[src/rtl/core/track_static_and_heading_check_assert.svh]
// Assertion macros for the static and heading check block
`ifndef TRACK_STATIC_AND_HEADING_CHECK_ASSERT_SVH
`define TRACK_STATIC_AND_HEADING_CHECK_ASSERT_SVH
`ifndef NO_ASSERTIONS
`define TSHC_ASSERT_IMP(lbl, clk, rst_n, ante, cons) \
    lbl: assert property (@(posedge clk) disable iff (!rst_n) (ante) |-> (cons)) \
        else $error("assertion failed");
`define TSHC_ASSERT_NXT(lbl, clk, rst_n, ante, cons) \
    lbl: assert property (@(posedge clk) disable iff (!rst_n) (ante) |=> (cons)) \
        else $error("assertion failed");
`else
`define TSHC_ASSERT_IMP(lbl, clk, rst_n, ante, cons)
`define TSHC_ASSERT_NXT(lbl, clk, rst_n, ante, cons)
`endif
`endif

[src/rtl/core/tshc_pkg.sv]
// Shared types, constants and tables of the static and heading check block
package tshc_pkg;
    localparam int unsigned WINDOW_DEF   = 6;
    localparam int unsigned QUEUE_DEPTH  = 2;
    localparam int unsigned CORDIC_STEPS = 16;

    localparam logic signed [20:0] PI_Q16     = 21'sd205887;
    localparam logic signed [16:0] TWO_PI_Q12 = 17'sd25736;

    localparam logic [15:0] POS_LIMIT_RST   = 16'd96;
    localparam logic [15:0] SPEED_LIMIT_RST = 16'd512;
    localparam logic [14:0] YAW_LIMIT_RST   = 15'd1638;

    localparam logic [1:0] REG_POS   = 2'd0;
    localparam logic [1:0] REG_SPEED = 2'd1;
    localparam logic [1:0] REG_YAW   = 2'd2;

    typedef struct packed {
        logic signed [15:0] vel_x;
        logic signed [15:0] vel_y;
        logic               is_pedestrian;
        logic signed [15:0] yaw_in;
        logic               window_full;
    } t_tshc_obs;

    typedef struct packed {
        logic               window_full;
        logic               obj_static;
        logic signed [15:0] yaw_out;
        logic               yaw_replaced;
    } t_tshc_res;

    typedef struct packed {
        logic [15:0] position_limit;
        logic [15:0] speed_limit;
        logic [14:0] yaw_limit;
    } t_tshc_cfg;

    typedef struct packed {
        logic full;
        logic empty;
    } t_tshc_qstat;

    typedef enum logic [3:0] {
        BK_IDLE,
        BK_MDISP,
        BK_MSPD,
        BK_MLIM,
        BK_HYST,
        BK_ROW,
        BK_PAIR,
        BK_FLUSH,
        BK_CINIT,
        BK_CORDIC,
        BK_FIN,
        BK_OUT
    } t_bk_state;

    function automatic logic signed [20:0] atan_q16(input logic [3:0] i);
        logic signed [20:0] v;
        unique case (i)
            4'd0:  v = 21'sd51472;
            4'd1:  v = 21'sd30386;
            4'd2:  v = 21'sd16055;
            4'd3:  v = 21'sd8150;
            4'd4:  v = 21'sd4091;
            4'd5:  v = 21'sd2047;
            4'd6:  v = 21'sd1024;
            4'd7:  v = 21'sd512;
            4'd8:  v = 21'sd256;
            4'd9:  v = 21'sd128;
            4'd10: v = 21'sd64;
            4'd11: v = 21'sd32;
            4'd12: v = 21'sd16;
            4'd13: v = 21'sd8;
            4'd14: v = 21'sd4;
            4'd15: v = 21'sd2;
        endcase
        return v;
    endfunction
endpackage

[src/rtl/core/tshc_if.sv]
// Observation and result channel interfaces
interface tshc_in_if;
    logic               valid;
    logic               ready;
    logic signed [15:0] pos_x;
    logic signed [15:0] pos_y;
    logic signed [15:0] vel_x;
    logic signed [15:0] vel_y;
    logic               is_pedestrian;
    logic signed [15:0] yaw_in;
    modport source(output valid, pos_x, pos_y, vel_x, vel_y, is_pedestrian, yaw_in,
                   input ready);
    modport sink(input valid, pos_x, pos_y, vel_x, vel_y, is_pedestrian, yaw_in,
                 output ready);
endinterface

interface tshc_out_if;
    logic               valid;
    logic               ready;
    logic               window_full;
    logic               obj_static;
    logic signed [15:0] yaw_out;
    logic               yaw_replaced;
    modport source(output valid, window_full, obj_static, yaw_out, yaw_replaced,
                   input ready);
    modport sink(input valid, window_full, obj_static, yaw_out, yaw_replaced,
                 output ready);
endinterface

[src/rtl/core/tshc_front.sv]
// Front end: accept observations, shift the position window, enqueue work
module tshc_front
    import tshc_pkg::*;
#(
    parameter int unsigned WINDOW = WINDOW_DEF
) (
    input  logic                     i_clk,
    input  logic                     i_rst_n,
    tshc_in_if.sink                  i_in,
    input  t_tshc_qstat              i_qstat,
    output logic                     o_push,
    output logic [WINDOW-1:0][15:0]  o_wx,
    output logic [WINDOW-1:0][15:0]  o_wy,
    output t_tshc_obs                o_obs
);
    localparam int unsigned FC_W = $clog2(WINDOW + 1);

    logic [WINDOW-1:0][15:0] r_wx, n_wx;
    logic [WINDOW-1:0][15:0] r_wy, n_wy;
    logic [FC_W-1:0]         r_fill, n_fill;

    assign i_in.ready = !i_qstat.full;
    assign o_push     = i_in.valid && i_in.ready;

    always_comb begin
        n_wx   = {i_in.pos_x, r_wx[WINDOW-1:1]};
        n_wy   = {i_in.pos_y, r_wy[WINDOW-1:1]};
        n_fill = (r_fill == FC_W'(WINDOW)) ? r_fill : r_fill + FC_W'(1);
    end

    assign o_wx = n_wx;
    assign o_wy = n_wy;

    always_comb begin
        o_obs.vel_x         = i_in.vel_x;
        o_obs.vel_y         = i_in.vel_y;
        o_obs.is_pedestrian = i_in.is_pedestrian;
        o_obs.yaw_in        = i_in.yaw_in;
        o_obs.window_full   = (r_fill >= FC_W'(WINDOW - 1));
    end

    always_ff @(posedge i_clk) begin
        if (!i_rst_n) begin
            r_fill <= '0;
        end else if (o_push) begin
            r_fill <= n_fill;
        end
        if (o_push) begin
            r_wx <= n_wx;
            r_wy <= n_wy;
        end
    end
endmodule

[src/rtl/core/tshc_fifo.sv]
// Short queue between front and back end
module tshc_fifo
    import tshc_pkg::*;
#(
    parameter int unsigned WIDTH = 8,
    parameter int unsigned DEPTH = QUEUE_DEPTH
) (
    input  logic             i_clk,
    input  logic             i_rst_n,
    input  logic             i_push,
    input  logic [WIDTH-1:0] i_data,
    input  logic             i_pop,
    output logic [WIDTH-1:0] o_data,
    output t_tshc_qstat      o_stat
);
    localparam int unsigned PW = (DEPTH > 1) ? $clog2(DEPTH) : 1;
    localparam int unsigned CW = $clog2(DEPTH + 1);

    logic [WIDTH-1:0] r_mem [DEPTH];
    logic [PW-1:0]    r_wp, n_wp, r_rp, n_rp;
    logic [CW-1:0]    r_cnt, n_cnt;

    always_comb begin
        n_wp  = (r_wp == PW'(DEPTH - 1)) ? '0 : r_wp + PW'(1);
        n_rp  = (r_rp == PW'(DEPTH - 1)) ? '0 : r_rp + PW'(1);
        n_cnt = r_cnt + CW'(i_push) - CW'(i_pop);
    end

    assign o_data       = r_mem[r_rp];
    assign o_stat.full  = (r_cnt == CW'(DEPTH));
    assign o_stat.empty = (r_cnt == '0);

    always_ff @(posedge i_clk) begin
        if (!i_rst_n) begin
            r_wp  <= '0;
            r_rp  <= '0;
            r_cnt <= '0;
        end else begin
            if (i_push) r_wp <= n_wp;
            if (i_pop)  r_rp <= n_rp;
            r_cnt <= n_cnt;
        end
        if (i_push) r_mem[r_wp] <= i_data;
    end
endmodule

[src/rtl/core/tshc_back.sv]
// Back end: hysteresis, farthest pair scan, CORDIC heading and result register
`include "track_static_and_heading_check_assert.svh"
module tshc_back
    import tshc_pkg::*;
#(
    parameter int unsigned WINDOW = WINDOW_DEF
) (
    input  logic                     i_clk,
    input  logic                     i_rst_n,
    input  t_tshc_qstat              i_qstat,
    input  logic [WINDOW-1:0][15:0]  i_wx,
    input  logic [WINDOW-1:0][15:0]  i_wy,
    input  t_tshc_obs                i_obs,
    input  t_tshc_cfg                i_cfg,
    output logic                     o_pop,
    tshc_out_if.source               o_out
);
    localparam int unsigned IW = $clog2(WINDOW);

    t_bk_state               r_state, n_state;
    logic [WINDOW-1:0][15:0] r_wx, r_wy;
    t_tshc_obs               r_obs;
    logic [1:0]              r_quiet, n_quiet, r_busy, n_busy;
    logic                    r_static, n_static;
    logic [31:0]             r_p0, r_p1;
    logic [32:0]             r_disp2, r_spd2;
    logic [IW-1:0]           r_ci, n_ci, r_cj, n_cj;
    logic [15:0]             r_pjx, r_pjy;
    logic                    r_tv;
    logic signed [16:0]      r_tdx, r_tdy;
    logic [32:0]             r_best, n_best;
    logic signed [16:0]      r_bdx, n_bdx, r_bdy, n_bdy;
    logic signed [35:0]      r_cx, n_cx, r_cy, n_cy;
    logic signed [20:0]      r_cz, n_cz;
    logic [3:0]              r_step;
    logic                    r_zero;
    logic signed [15:0]      r_yres, n_yres;
    logic                    r_repl, n_repl;
    t_tshc_res               r_out;
    logic                    r_ov;

    logic signed [16:0] m_a, m_b;
    logic signed [33:0] sq0, sq1;
    logic [IW-1:0]      rd_idx;
    logic [15:0]        rd_x, rd_y;
    logic signed [16:0] dif_x, dif_y;
    logic [32:0]        psum;
    logic               quiet, out_free, last_i, last_j;
    logic [1:0]         q_inc, b_inc;
    logic signed [16:0] ax, ay;
    logic signed [35:0] xs, ys;
    logic signed [20:0] zr;
    logic signed [16:0] hr, hd;
    logic signed [17:0] ydif;
    logic [17:0]        yabs;
    logic               yaw_ok;

    assign out_free = !r_ov || o_out.ready;
    assign last_i   = (r_ci == r_cj - IW'(1));
    assign last_j   = (r_cj == IW'(WINDOW - 1));
    assign rd_idx   = (r_state == BK_ROW) ? r_cj : r_ci;
    assign rd_x     = r_wx[rd_idx];
    assign rd_y     = r_wy[rd_idx];
    assign dif_x    = $signed({rd_x[15], rd_x}) - $signed({r_pjx[15], r_pjx});
    assign dif_y    = $signed({rd_y[15], rd_y}) - $signed({r_pjy[15], r_pjy});
    assign psum     = {1'b0, r_p0} + {1'b0, r_p1};
    assign sq0      = m_a * m_a;
    assign sq1      = m_b * m_b;
    assign o_pop    = (r_state == BK_IDLE) && !i_qstat.empty;
    assign yaw_ok   = $signed({1'b0, r_out.yaw_out}) < TWO_PI_Q12;

    always_comb begin
        unique case (r_state)
            BK_MDISP: begin
                m_a = $signed({r_wx[WINDOW-1][15], r_wx[WINDOW-1]})
                    - $signed({r_wx[0][15], r_wx[0]});
                m_b = $signed({r_wy[WINDOW-1][15], r_wy[WINDOW-1]})
                    - $signed({r_wy[0][15], r_wy[0]});
            end
            BK_MSPD: begin
                m_a = {r_obs.vel_x[15], r_obs.vel_x};
                m_b = {r_obs.vel_y[15], r_obs.vel_y};
            end
            BK_MLIM: begin
                m_a = $signed({1'b0, i_cfg.position_limit});
                m_b = $signed({1'b0, i_cfg.speed_limit});
            end
            default: begin
                m_a = dif_x;
                m_b = dif_y;
            end
        endcase
    end

    always_comb begin
        n_state = r_state;
        unique case (r_state)
            BK_IDLE:   if (!i_qstat.empty) n_state = i_obs.window_full ? BK_MDISP : BK_OUT;
            BK_MDISP:  n_state = BK_MSPD;
            BK_MSPD:   n_state = BK_MLIM;
            BK_MLIM:   n_state = BK_HYST;
            BK_HYST:   n_state = r_obs.is_pedestrian ? BK_ROW : BK_OUT;
            BK_ROW:    n_state = BK_PAIR;
            BK_PAIR:   if (last_i) n_state = last_j ? BK_FLUSH : BK_ROW;
            BK_FLUSH:  n_state = BK_CINIT;
            BK_CINIT:  n_state = BK_CORDIC;
            BK_CORDIC: if (r_step == 4'(CORDIC_STEPS - 1)) n_state = BK_FIN;
            BK_FIN:    n_state = BK_OUT;
            BK_OUT:    if (out_free) n_state = BK_IDLE;
            default:   n_state = BK_IDLE;
        endcase
    end

    always_comb begin
        quiet    = (r_disp2 < {1'b0, r_p0}) && (r_spd2 < {1'b0, r_p1});
        q_inc    = (r_quiet == 2'd3) ? r_quiet : r_quiet + 2'd1;
        b_inc    = (r_busy == 2'd2) ? r_busy : r_busy + 2'd1;
        n_quiet  = r_quiet;
        n_busy   = r_busy;
        n_static = r_static;
        if (r_state == BK_HYST) begin
            if (quiet) begin
                n_quiet = q_inc;
                n_busy  = 2'd0;
                if (q_inc == 2'd2) n_static = 1'b1;
            end else begin
                n_busy = b_inc;
                if (b_inc >= 2'd2) begin
                    n_static = 1'b0;
                    n_quiet  = 2'd0;
                end
            end
        end
    end

    always_comb begin
        n_ci   = r_ci;
        n_cj   = r_cj;
        n_best = r_best;
        n_bdx  = r_bdx;
        n_bdy  = r_bdy;
        if (r_state == BK_HYST) begin
            n_cj   = IW'(1);
            n_best = '0;
            n_bdx  = '0;
            n_bdy  = '0;
        end
        if (r_state == BK_ROW) n_ci = '0;
        if (r_state == BK_PAIR) begin
            n_ci = r_ci + IW'(1);
            if (last_i && !last_j) n_cj = r_cj + IW'(1);
        end
        if (r_tv && (psum > r_best)) begin
            n_best = psum;
            n_bdx  = -r_tdx;
            n_bdy  = -r_tdy;
        end
    end

    always_comb begin
        ax   = r_bdx[16] ? -r_bdx : r_bdx;
        ay   = r_bdx[16] ? -r_bdy : r_bdy;
        xs   = r_cx >>> r_step;
        ys   = r_cy >>> r_step;
        n_cx = r_cx;
        n_cy = r_cy;
        n_cz = r_cz;
        if (r_state == BK_CINIT) begin
            n_cx = $signed({{3{ax[16]}}, ax, 16'd0});
            n_cy = $signed({{3{ay[16]}}, ay, 16'd0});
            n_cz = r_bdx[16] ? PI_Q16 : '0;
        end else if (r_state == BK_CORDIC) begin
            if (!r_cy[35]) begin
                n_cx = r_cx + ys;
                n_cy = r_cy - xs;
                n_cz = r_cz + atan_q16(r_step);
            end else begin
                n_cx = r_cx - ys;
                n_cy = r_cy + xs;
                n_cz = r_cz - atan_q16(r_step);
            end
        end
    end

    always_comb begin
        zr = r_cz + 21'sd8;
        hr = $signed(zr[20:4]);
        if (hr < 0) begin
            hd = hr + TWO_PI_Q12;
        end else if (hr >= TWO_PI_Q12) begin
            hd = hr - TWO_PI_Q12;
        end else begin
            hd = hr;
        end
        if (r_zero) hd = '0;
        ydif   = $signed({hd[16], hd}) - $signed({{2{r_obs.yaw_in[15]}}, r_obs.yaw_in});
        yabs   = ydif[17] ? 18'(-ydif) : 18'(ydif);
        n_yres = r_yres;
        n_repl = r_repl;
        if (o_pop) begin
            n_yres = i_obs.yaw_in;
            n_repl = 1'b0;
        end else if ((r_state == BK_FIN) && (yabs > {3'b0, i_cfg.yaw_limit})) begin
            n_yres = hd[15:0];
            n_repl = 1'b1;
        end
    end

    assign o_out.valid        = r_ov;
    assign o_out.window_full  = r_out.window_full;
    assign o_out.obj_static   = r_out.obj_static;
    assign o_out.yaw_out      = r_out.yaw_out;
    assign o_out.yaw_replaced = r_out.yaw_replaced;

    always_ff @(posedge i_clk) begin
        if (!i_rst_n) begin
            r_state  <= BK_IDLE;
            r_quiet  <= '0;
            r_busy   <= '0;
            r_static <= 1'b0;
            r_tv     <= 1'b0;
            r_ov     <= 1'b0;
        end else begin
            r_state  <= n_state;
            r_quiet  <= n_quiet;
            r_busy   <= n_busy;
            r_static <= n_static;
            r_tv     <= (r_state == BK_PAIR);
            if ((r_state == BK_OUT) && out_free) begin
                r_ov <= 1'b1;
            end else if (o_out.ready) begin
                r_ov <= 1'b0;
            end
        end
        if (o_pop) begin
            r_wx  <= i_wx;
            r_wy  <= i_wy;
            r_obs <= i_obs;
        end
        r_p0 <= sq0[31:0];
        r_p1 <= sq1[31:0];
        if (r_state == BK_MSPD) r_disp2 <= psum;
        if (r_state == BK_MLIM) r_spd2  <= psum;
        if (r_state == BK_ROW) begin
            r_pjx <= rd_x;
            r_pjy <= rd_y;
        end
        r_tdx  <= dif_x;
        r_tdy  <= dif_y;
        r_ci   <= n_ci;
        r_cj   <= n_cj;
        r_best <= n_best;
        r_bdx  <= n_bdx;
        r_bdy  <= n_bdy;
        r_cx   <= n_cx;
        r_cy   <= n_cy;
        r_cz   <= n_cz;
        r_step <= (r_state == BK_CORDIC) ? r_step + 4'd1 : 4'd0;
        if (r_state == BK_CINIT) r_zero <= (r_bdx == '0) && (r_bdy == '0);
        r_yres <= n_yres;
        r_repl <= n_repl;
        if ((r_state == BK_OUT) && out_free) begin
            r_out.window_full  <= r_obs.window_full;
            r_out.obj_static   <= r_static;
            r_out.yaw_out      <= r_yres;
            r_out.yaw_replaced <= r_repl;
        end
    end

    `TSHC_ASSERT_IMP(a_repl_full, i_clk, i_rst_n, r_ov && r_out.yaw_replaced, r_out.window_full)
    `TSHC_ASSERT_IMP(a_pair_order, i_clk, i_rst_n, r_state == BK_PAIR, r_ci < r_cj)
    `TSHC_ASSERT_NXT(a_flush_drain, i_clk, i_rst_n, r_state == BK_FLUSH, !r_tv)
    `TSHC_ASSERT_IMP(a_repl_range, i_clk, i_rst_n, r_ov && r_out.yaw_replaced, yaw_ok)
endmodule

[src/rtl/core/track_static_and_heading_check.sv]
// Top level: configuration registers, front end, queue and back end
// Flow: an observation before the window is full goes straight to the output;
//   a full window of a non-pedestrian adds the displacement, speed and hysteresis
//   steps; a pedestrian also runs the one-pair-a-cycle scan and the CORDIC.
// Throughput: one observation per back end pass; a two-entry queue decouples
//   the front end, which takes one observation per cycle while the queue has room.
// Reset: synchronous active low; clears fill count, hysteresis and handshakes, loads limit defaults.
module track_static_and_heading_check
    import tshc_pkg::*;
#(
    parameter int unsigned WINDOW = WINDOW_DEF
) (
    input  logic        i_clk,
    input  logic        i_rst_n,
    tshc_in_if.sink     i_in,
    tshc_out_if.source  o_out,
    input  logic        psel,
    input  logic        penable,
    input  logic        pwrite,
    input  logic [3:0]  paddr,
    input  logic [31:0] pwdata,
    output logic [31:0] prdata,
    output logic        pready
);
    localparam int unsigned OBS_W = $bits(t_tshc_obs);
    localparam int unsigned ENT_W = 2 * 16 * WINDOW + OBS_W;

    t_tshc_cfg               r_cfg;
    t_tshc_qstat             qstat;
    logic                    push, pop;
    logic [WINDOW-1:0][15:0] f_wx, f_wy, b_wx, b_wy;
    t_tshc_obs               f_obs, b_obs;
    logic [ENT_W-1:0]        q_in, q_out;
    logic                    wr_en;

    assign pready = 1'b1;
    assign wr_en  = psel && penable && pwrite && pready;

    always_comb begin
        unique case (paddr[3:2])
            REG_POS:   prdata = {16'd0, r_cfg.position_limit};
            REG_SPEED: prdata = {16'd0, r_cfg.speed_limit};
            REG_YAW:   prdata = {17'd0, r_cfg.yaw_limit};
            default:   prdata = '0;
        endcase
    end

    always_ff @(posedge i_clk) begin
        if (!i_rst_n) begin
            r_cfg.position_limit <= POS_LIMIT_RST;
            r_cfg.speed_limit    <= SPEED_LIMIT_RST;
            r_cfg.yaw_limit      <= YAW_LIMIT_RST;
        end else if (wr_en) begin
            unique case (paddr[3:2])
                REG_POS:   r_cfg.position_limit <= pwdata[15:0];
                REG_SPEED: r_cfg.speed_limit    <= pwdata[15:0];
                REG_YAW:   r_cfg.yaw_limit      <= pwdata[14:0];
                default:   r_cfg <= r_cfg;
            endcase
        end
    end

    tshc_front #(.WINDOW(WINDOW)) u_front (
        .i_clk   (i_clk),
        .i_rst_n (i_rst_n),
        .i_in    (i_in),
        .i_qstat (qstat),
        .o_push  (push),
        .o_wx    (f_wx),
        .o_wy    (f_wy),
        .o_obs   (f_obs)
    );

    assign q_in = {f_wx, f_wy, f_obs};
    assign {b_wx, b_wy, b_obs} = q_out;

    tshc_fifo #(.WIDTH(ENT_W), .DEPTH(QUEUE_DEPTH)) u_fifo (
        .i_clk   (i_clk),
        .i_rst_n (i_rst_n),
        .i_push  (push),
        .i_data  (q_in),
        .i_pop   (pop),
        .o_data  (q_out),
        .o_stat  (qstat)
    );

    tshc_back #(.WINDOW(WINDOW)) u_back (
        .i_clk   (i_clk),
        .i_rst_n (i_rst_n),
        .i_qstat (qstat),
        .i_wx    (b_wx),
        .i_wy    (b_wy),
        .i_obs   (b_obs),
        .i_cfg   (r_cfg),
        .o_pop   (pop),
        .o_out   (o_out)
    );
endmodule
[src/flat_wrapper.sv]
// flat-port wrapper written by rule: the top's interface ports become plain ports
module track_static_and_heading_check_flat import tshc_pkg::*;
#(
    parameter int unsigned WINDOW = WINDOW_DEF
)
  (i_clk, i_rst_n, psel, penable, pwrite, paddr, pwdata, prdata, pready, i_in_valid, i_in_pos_x, i_in_pos_y, i_in_vel_x, i_in_vel_y, i_in_is_pedestrian, i_in_yaw_in, i_in_ready, o_out_valid, o_out_window_full, o_out_obj_static, o_out_yaw_out, o_out_yaw_replaced, o_out_ready);
  tshc_in_if i_in_i ();
  tshc_out_if o_out_i ();
  input  logic i_clk;
  input  logic i_rst_n;
  input  logic psel;
  input  logic penable;
  input  logic pwrite;
  input  logic [3:0] paddr;
  input  logic [31:0] pwdata;
  output logic [31:0] prdata;
  output logic pready;
  input wire logic [$bits(i_in_i.valid)-1:0] i_in_valid;
  input wire logic [$bits(i_in_i.pos_x)-1:0] i_in_pos_x;
  input wire logic [$bits(i_in_i.pos_y)-1:0] i_in_pos_y;
  input wire logic [$bits(i_in_i.vel_x)-1:0] i_in_vel_x;
  input wire logic [$bits(i_in_i.vel_y)-1:0] i_in_vel_y;
  input wire logic [$bits(i_in_i.is_pedestrian)-1:0] i_in_is_pedestrian;
  input wire logic [$bits(i_in_i.yaw_in)-1:0] i_in_yaw_in;
  output wire logic [$bits(i_in_i.ready)-1:0] i_in_ready;
  output wire logic [$bits(o_out_i.valid)-1:0] o_out_valid;
  output wire logic [$bits(o_out_i.window_full)-1:0] o_out_window_full;
  output wire logic [$bits(o_out_i.obj_static)-1:0] o_out_obj_static;
  output wire logic [$bits(o_out_i.yaw_out)-1:0] o_out_yaw_out;
  output wire logic [$bits(o_out_i.yaw_replaced)-1:0] o_out_yaw_replaced;
  input wire logic [$bits(o_out_i.ready)-1:0] o_out_ready;
  assign i_in_i.valid = i_in_valid;
  assign i_in_i.pos_x = i_in_pos_x;
  assign i_in_i.pos_y = i_in_pos_y;
  assign i_in_i.vel_x = i_in_vel_x;
  assign i_in_i.vel_y = i_in_vel_y;
  assign i_in_i.is_pedestrian = i_in_is_pedestrian;
  assign i_in_i.yaw_in = i_in_yaw_in;
  assign i_in_ready = i_in_i.ready;
  assign o_out_valid = o_out_i.valid;
  assign o_out_window_full = o_out_i.window_full;
  assign o_out_obj_static = o_out_i.obj_static;
  assign o_out_yaw_out = o_out_i.yaw_out;
  assign o_out_yaw_replaced = o_out_i.yaw_replaced;
  assign o_out_i.ready = o_out_ready;
  track_static_and_heading_check #(.WINDOW(WINDOW)) u_core (.i_clk(i_clk), .i_rst_n(i_rst_n), .i_in(i_in_i), .o_out(o_out_i), .psel(psel), .penable(penable), .pwrite(pwrite), .paddr(paddr), .pwdata(pwdata), .prdata(prdata), .pready(pready));
endmodule
[config.mk]
export PLATFORM = sky130hd
export DESIGN_NAME = track_static_and_heading_check_flat
export DESIGN_NICKNAME = d
export VERILOG_FILES = /design/src/rtl/core/tshc_pkg.sv /design/src/rtl/core/tshc_if.sv /design/src/rtl/core/tshc_front.sv /design/src/rtl/core/tshc_fifo.sv /design/src/rtl/core/tshc_back.sv /design/src/rtl/core/track_static_and_heading_check.sv /design/src/flat_wrapper.sv
export VERILOG_INCLUDE_DIRS = /design/src /design/src/rtl/core
export SDC_FILE = /design/constraint.sdc
export NUM_CORES = 2
export LEC_CHECK = 0
export BUFFER_PORTS_ARGS = -buffer_cell sky130_fd_sc_hd__buf_2
export CORE_ASPECT_RATIO = 2
export CORE_MARGIN = 5
export CORE_UTILIZATION = 65
export DETAILED_ROUTE_END_ITERATION = 10
export GPL_TIMING_DRIVEN = 0
export PLACE_DENSITY = 0.82
export SLEW_MARGIN = 15
export SYNTH_ARGS = -nofsm -noshare
export SYNTH_HDL_FRONTEND = slang
export SYNTH_SLANG_ARGS = --single-unit
[constraint.sdc]
create_clock -name i_clk -period 34.8 [get_ports i_clk]
set_clock_uncertainty 0.05 [all_clocks]
set_input_delay 1.74 -clock i_clk [delete_from_list [all_inputs] [get_ports i_clk]]
set_output_delay 1.74 -clock i_clk [all_outputs]
set_load 0.02 [all_outputs]
==> results.sh <==
export IMPL_outcome="finished clean"
export IMPL_drc_errors=0
export IMPL_netlist_area_mm2=0.0853
export IMPL_hold_path_class="flip-flop to flip-flop"
export IMPL_placedCellCount=9142
export IMPL_post_cts_resized=0
export IMPL_preCtsSetupSlack_ns=19.62
export IMPL_port_buffers=141
export IMPL_yosysTopAreaCell="sky130_fd_sc_hd__edfxtp_1"
export IMPL_synth_ff_type="sky130_fd_sc_hd__edfxtp_1"
export IMPL_layout_nets=8694
export IMPL_criticalPathCategory="flip-flop to flip-flop"
export IMPL_route_final_wire_length_mm=249
export IMPL_dieArea_mm2=0.139
export IMPL_final_antenna_net_count=0
export IMPL_setup_slack_after_layout_ns=19.46
export IMPL_timing_final_max_slew_violations=0
export IMPL_cp_max_fanout=19
export IMPL_dieWidth_um=266
export IMPL_ys_top_cells_by_area="sky130_fd_sc_hd__edfxtp_1 41%, sky130_fd_sc_hd__fa_1 12%, sky130_fd_sc_hd__ha_1 7.4%, sky130_fd_sc_hd__dfxtp_1 5.1%, sky130_fd_sc_hd__inv_1 4.2%"
export IMPL_final_setup_tns_ns=0
export IMPL_critical_path_n_buffers_inverters=12
export IMPL_ioPinCount=178
export IMPL_htree_num_levels=3
export IMPL_max_cap_violations=0
export IMPL_critical_path_max_stage_delay_ns=0.96
export IMPL_r2r_slack_ns=19.46
export IMPL_fmax_ghz=0.0652
export IMPL_synthArstFlopShare_pct=0
export IMPL_rsz_0062_raised_after_global_routing="false"
export IMPL_initial_utilization_pct=65.2
export IMPL_place_detailed_hpwl_mm=189
export IMPL_finalNonFillerCells=9365
export IMPL_clock_latency_ns=0.76
export IMPL_wl_per_cell_um=26.6
export IMPL_sequential_element_share_of_the_synthesized_area_pct=45.6
export IMPL_std_cell_rows=188
export IMPL_synth_top_cell_area_share_pct=40.5
export IMPL_yosysWarningCount=0
export IMPL_drtIter0Drc=4891
export IMPL_worst_ep_required_time_ns=35.35
export IMPL_netlist_instances=7244
export IMPL_global_route_usage_total_pct=35.6
export IMPL_synth_edf_count=1151
export IMPL_area_delta_synth_final_pct=8.89
export IMPL_clkTransAtPathRegs_ns=0.07
export IMPL_worstSetupStartpointType="flip-flop"
export IMPL_cts_hold_repair_buffers=0
export IMPL_vias=59000
export IMPL_gp_routability_congestion=1.05
export IMPL_die_h_um=522
export IMPL_tightest_slew_ns=1.31
export IMPL_number_of_antenna_violations_at_the_first_check_in_global_routing=17
export IMPL_setup_viol=0
export IMPL_crit_path_max_delay_cell_type="sky130_fd_sc_hd__clkbuf_1"
export IMPL_cts_buffer_count=112
export IMPL_netlist_cell_type_count=87
export IMPL_layout_worst_path_cycle_share_pct=44.1
export IMPL_final_hold_worst_slack_ns=0.365
export IMPL_postSynthRegisterBits=1369
export IMPL_grt_pass1_wl_mm=372
export IMPL_syn_avg_cell_area_um2=11.8
export IMPL_post_cts_buffers=0
export IMPL_finalWorstPathRequiredPeriod_ns=15.34
export IMPL_cts_path_max_buffers=3
export IMPL_grt_start_max_net_pins=96
export IMPL_core_area_mm2=0.131
export IMPL_grt_overflow_total=0
export IMPL_cts_tree="yes"
export IMPL_critical_path_arrival_ns=15.89
export IMPL_cts_root_buf="sky130_fd_sc_hd__clkbuf_16"
export IMPL_timing_slew_headroom_pct=12.7
export IMPL_detailed_routing_iteration_count_for_the_pre_antenna_repair_pass=8
export IMPL_clock_sink_count=1369
export IMPL_grt_pass1_vias=62800
export IMPL_via_per_inst=6.30
export IMPL_cp_top_family="compound AO/OA/AOI/OAI gates"
export IMPL_hold_violations=0
export IMPL_final_layout_size_suffix_gt1_share_pct=10.9
export IMPL_end_kind="flip-flop"
-- cell families (layout without fill, tap and decap cells) --
kind of cell	Yosys count	after routing	share of synthesized area, %
AO/OA/AOI/OAI	1137	1137	8.56
XOR/XNOR	434	434	4.46
adder cells (fa/ha/maj)	1023	1023	19.6
buffers and inverters	1209	1595	5.45
flip-flops	1369	1369	45.6
multiplexers	491	491	7.97
other	2	27	0.00881
AND/OR/NAND/NOR	1579	1579	8.31
-- path summary, 6_finish.rpt --
| check | cells past startpoint | to | startpoint |
|---|---|---|---|
| max | 42 | u_core.u_back.r_p1[31] | u_core.u_back.r_state[1] |
| min | 0 | u_core.u_fifo.r_mem[0][99] | u_core.u_front.o_wy[49] |
| max reg2reg | 42 | u_core.u_back.r_p1[31] | u_core.u_back.r_state[1] |
| min reg2reg | 0 | u_core.u_fifo.r_mem[0][99] | u_core.u_front.o_wy[49] |
-- metrics by stage --
| step | area [µm²] | util [%] |
|---|---|---|
| floorplan | 85300 | - |
| global placement | 88200 | 67.4 |
| detailed placement | 89000 | 68.0 |
| CTS | 92800 | 71.0 |
| global route | 92800 | 71.0 |
| finish | 92900 | 71.0 |
-- layer usage --
layer	share of wire (%)	up-vias	track usage, %
met5	0.032	-	0
met4	10	10	27.8
met3	6.5	1031	5.08
met2	52	2918	64.4
met1	31	29200	36.7
li1	-	25800	-
-- registers in the layout, summed over array words and instances (netlist names), 17 cells and up, named ones only --
signal / flops
u_core.u_back.r_p0: 31
u_core.u_fifo.r_mem: 484
u_core.u_front.o_wx: 80
u_core.u_back.r_cx: 36
u_core.u_back.r_cy: 36
u_core.u_back.r_p1: 31
u_core.u_back.r_disp2: 33
u_core.u_back.r_spd2: 33
u_core.u_front.o_wy: 80
u_core.u_back.r_cz: 21
u_core.u_back.r_tdy: 17
u_core.u_back.r_wx: 96
u_core.u_back.r_bdy: 17
u_core.r_cfg: 47
u_core.u_back.r_obs: 50
u_core.u_back.r_bdx: 17
u_core.u_back.r_wy: 96
u_core.u_back.r_tdx: 17
u_core.u_back.r_best: 33
-- cell usage after synthesis, types with 22 or more instances --
cell	instances
sky130_fd_sc_hd__dfxtp_1	218
sky130_fd_sc_hd__mux2_2	264
sky130_fd_sc_hd__xnor2_1	283
sky130_fd_sc_hd__o2111a_1	22
sky130_fd_sc_hd__nor3_1	81
sky130_fd_sc_hd__o211ai_1	32
sky130_fd_sc_hd__a21boi_0	48
sky130_fd_sc_hd__inv_1	946
sky130_fd_sc_hd__and2_1	35
sky130_fd_sc_hd__nand3_1	60
sky130_fd_sc_hd__nor2_1	528
sky130_fd_sc_hd__a31oi_1	52
sky130_fd_sc_hd__edfxtp_1	1151
sky130_fd_sc_hd__o21bai_1	34
sky130_fd_sc_hd__nand2_1	569
sky130_fd_sc_hd__o22ai_1	35
sky130_fd_sc_hd__buf_4	22
sky130_fd_sc_hd__xor2_1	151
sky130_fd_sc_hd__mux2i_1	96
sky130_fd_sc_hd__o31ai_1	35
sky130_fd_sc_hd__o21a_1	51
sky130_fd_sc_hd__a211oi_1	31
sky130_fd_sc_hd__buf_1	27
sky130_fd_sc_hd__nor2b_1	51
sky130_fd_sc_hd__clkbuf_1	185
sky130_fd_sc_hd__nand4_1	34
sky130_fd_sc_hd__a21o_1	111
sky130_fd_sc_hd__fa_1	522
sky130_fd_sc_hd__nand2b_1	47
sky130_fd_sc_hd__and3_1	40
sky130_fd_sc_hd__mux4_2	123
sky130_fd_sc_hd__o21ai_0	274
sky130_fd_sc_hd__a21oi_1	276
sky130_fd_sc_hd__ha_1	501
sky130_fd_sc_hd__or3_1	46
-- layout by cell type (no fill, tap or decap), types with 51 or more instances in the layout --
cell                        netlist  routed
sky130_fd_sc_hd__edfxtp_1      1151    1151
sky130_fd_sc_hd__inv_1          946     945
sky130_fd_sc_hd__nand2_1        569     568
sky130_fd_sc_hd__nor2_1         528     524
sky130_fd_sc_hd__fa_1           522     522
sky130_fd_sc_hd__ha_1           501     501
sky130_fd_sc_hd__xnor2_1        283     283
sky130_fd_sc_hd__o21ai_0        274     274
sky130_fd_sc_hd__a21oi_1        276     272
sky130_fd_sc_hd__mux2_2         264     264
sky130_fd_sc_hd__dfxtp_1        218     218
sky130_fd_sc_hd__clkbuf_1       185     205
sky130_fd_sc_hd__buf_2            9     153
sky130_fd_sc_hd__xor2_1         151     151
sky130_fd_sc_hd__mux4_2         123     123
sky130_fd_sc_hd__clkbuf_16        0     113
sky130_fd_sc_hd__a21o_1         111     111
sky130_fd_sc_hd__mux2i_1         96      93
sky130_fd_sc_hd__nor3_1          81      79
sky130_fd_sc_hd__nand3_1         60      60
sky130_fd_sc_hd__a31oi_1         52      52
sky130_fd_sc_hd__nor2b_1         51      51
sky130_fd_sc_hd__o21a_1          51      51
-- layout make-up --
| cell class | instances | area, µm² |
|---|---|---|
| diodes | 10 | 25.0 |
| fillers | 9061 | 37900 |
| repair buffers | 174 | 1370 |
| inverters | 964 | 3630 |
| well taps | 1710 | 2140 |
| multi-input cells | 4681 | 41900 |
| clock inverters | 70 | 878 |
| flip-flops and latches | 1369 | 38900 |
| clock buffers | 142 | 2990 |
| plain buffers | 245 | 1040 |
-- worst reg2reg max path: cells and delay by family, from the launching register on --
kind,cells,cell delay [ns]
buf+inv,12,3.36
xor+xnor,2,0.37
fa+ha+maj,8,3.83
compound gates,13,5.57
simple gates,5,1.12
mux,2,0.63
flops,1,0.30
Power is not shown: default switching activity piles up to over one toggle a cycle in this logic, so the estimate is an artifact.
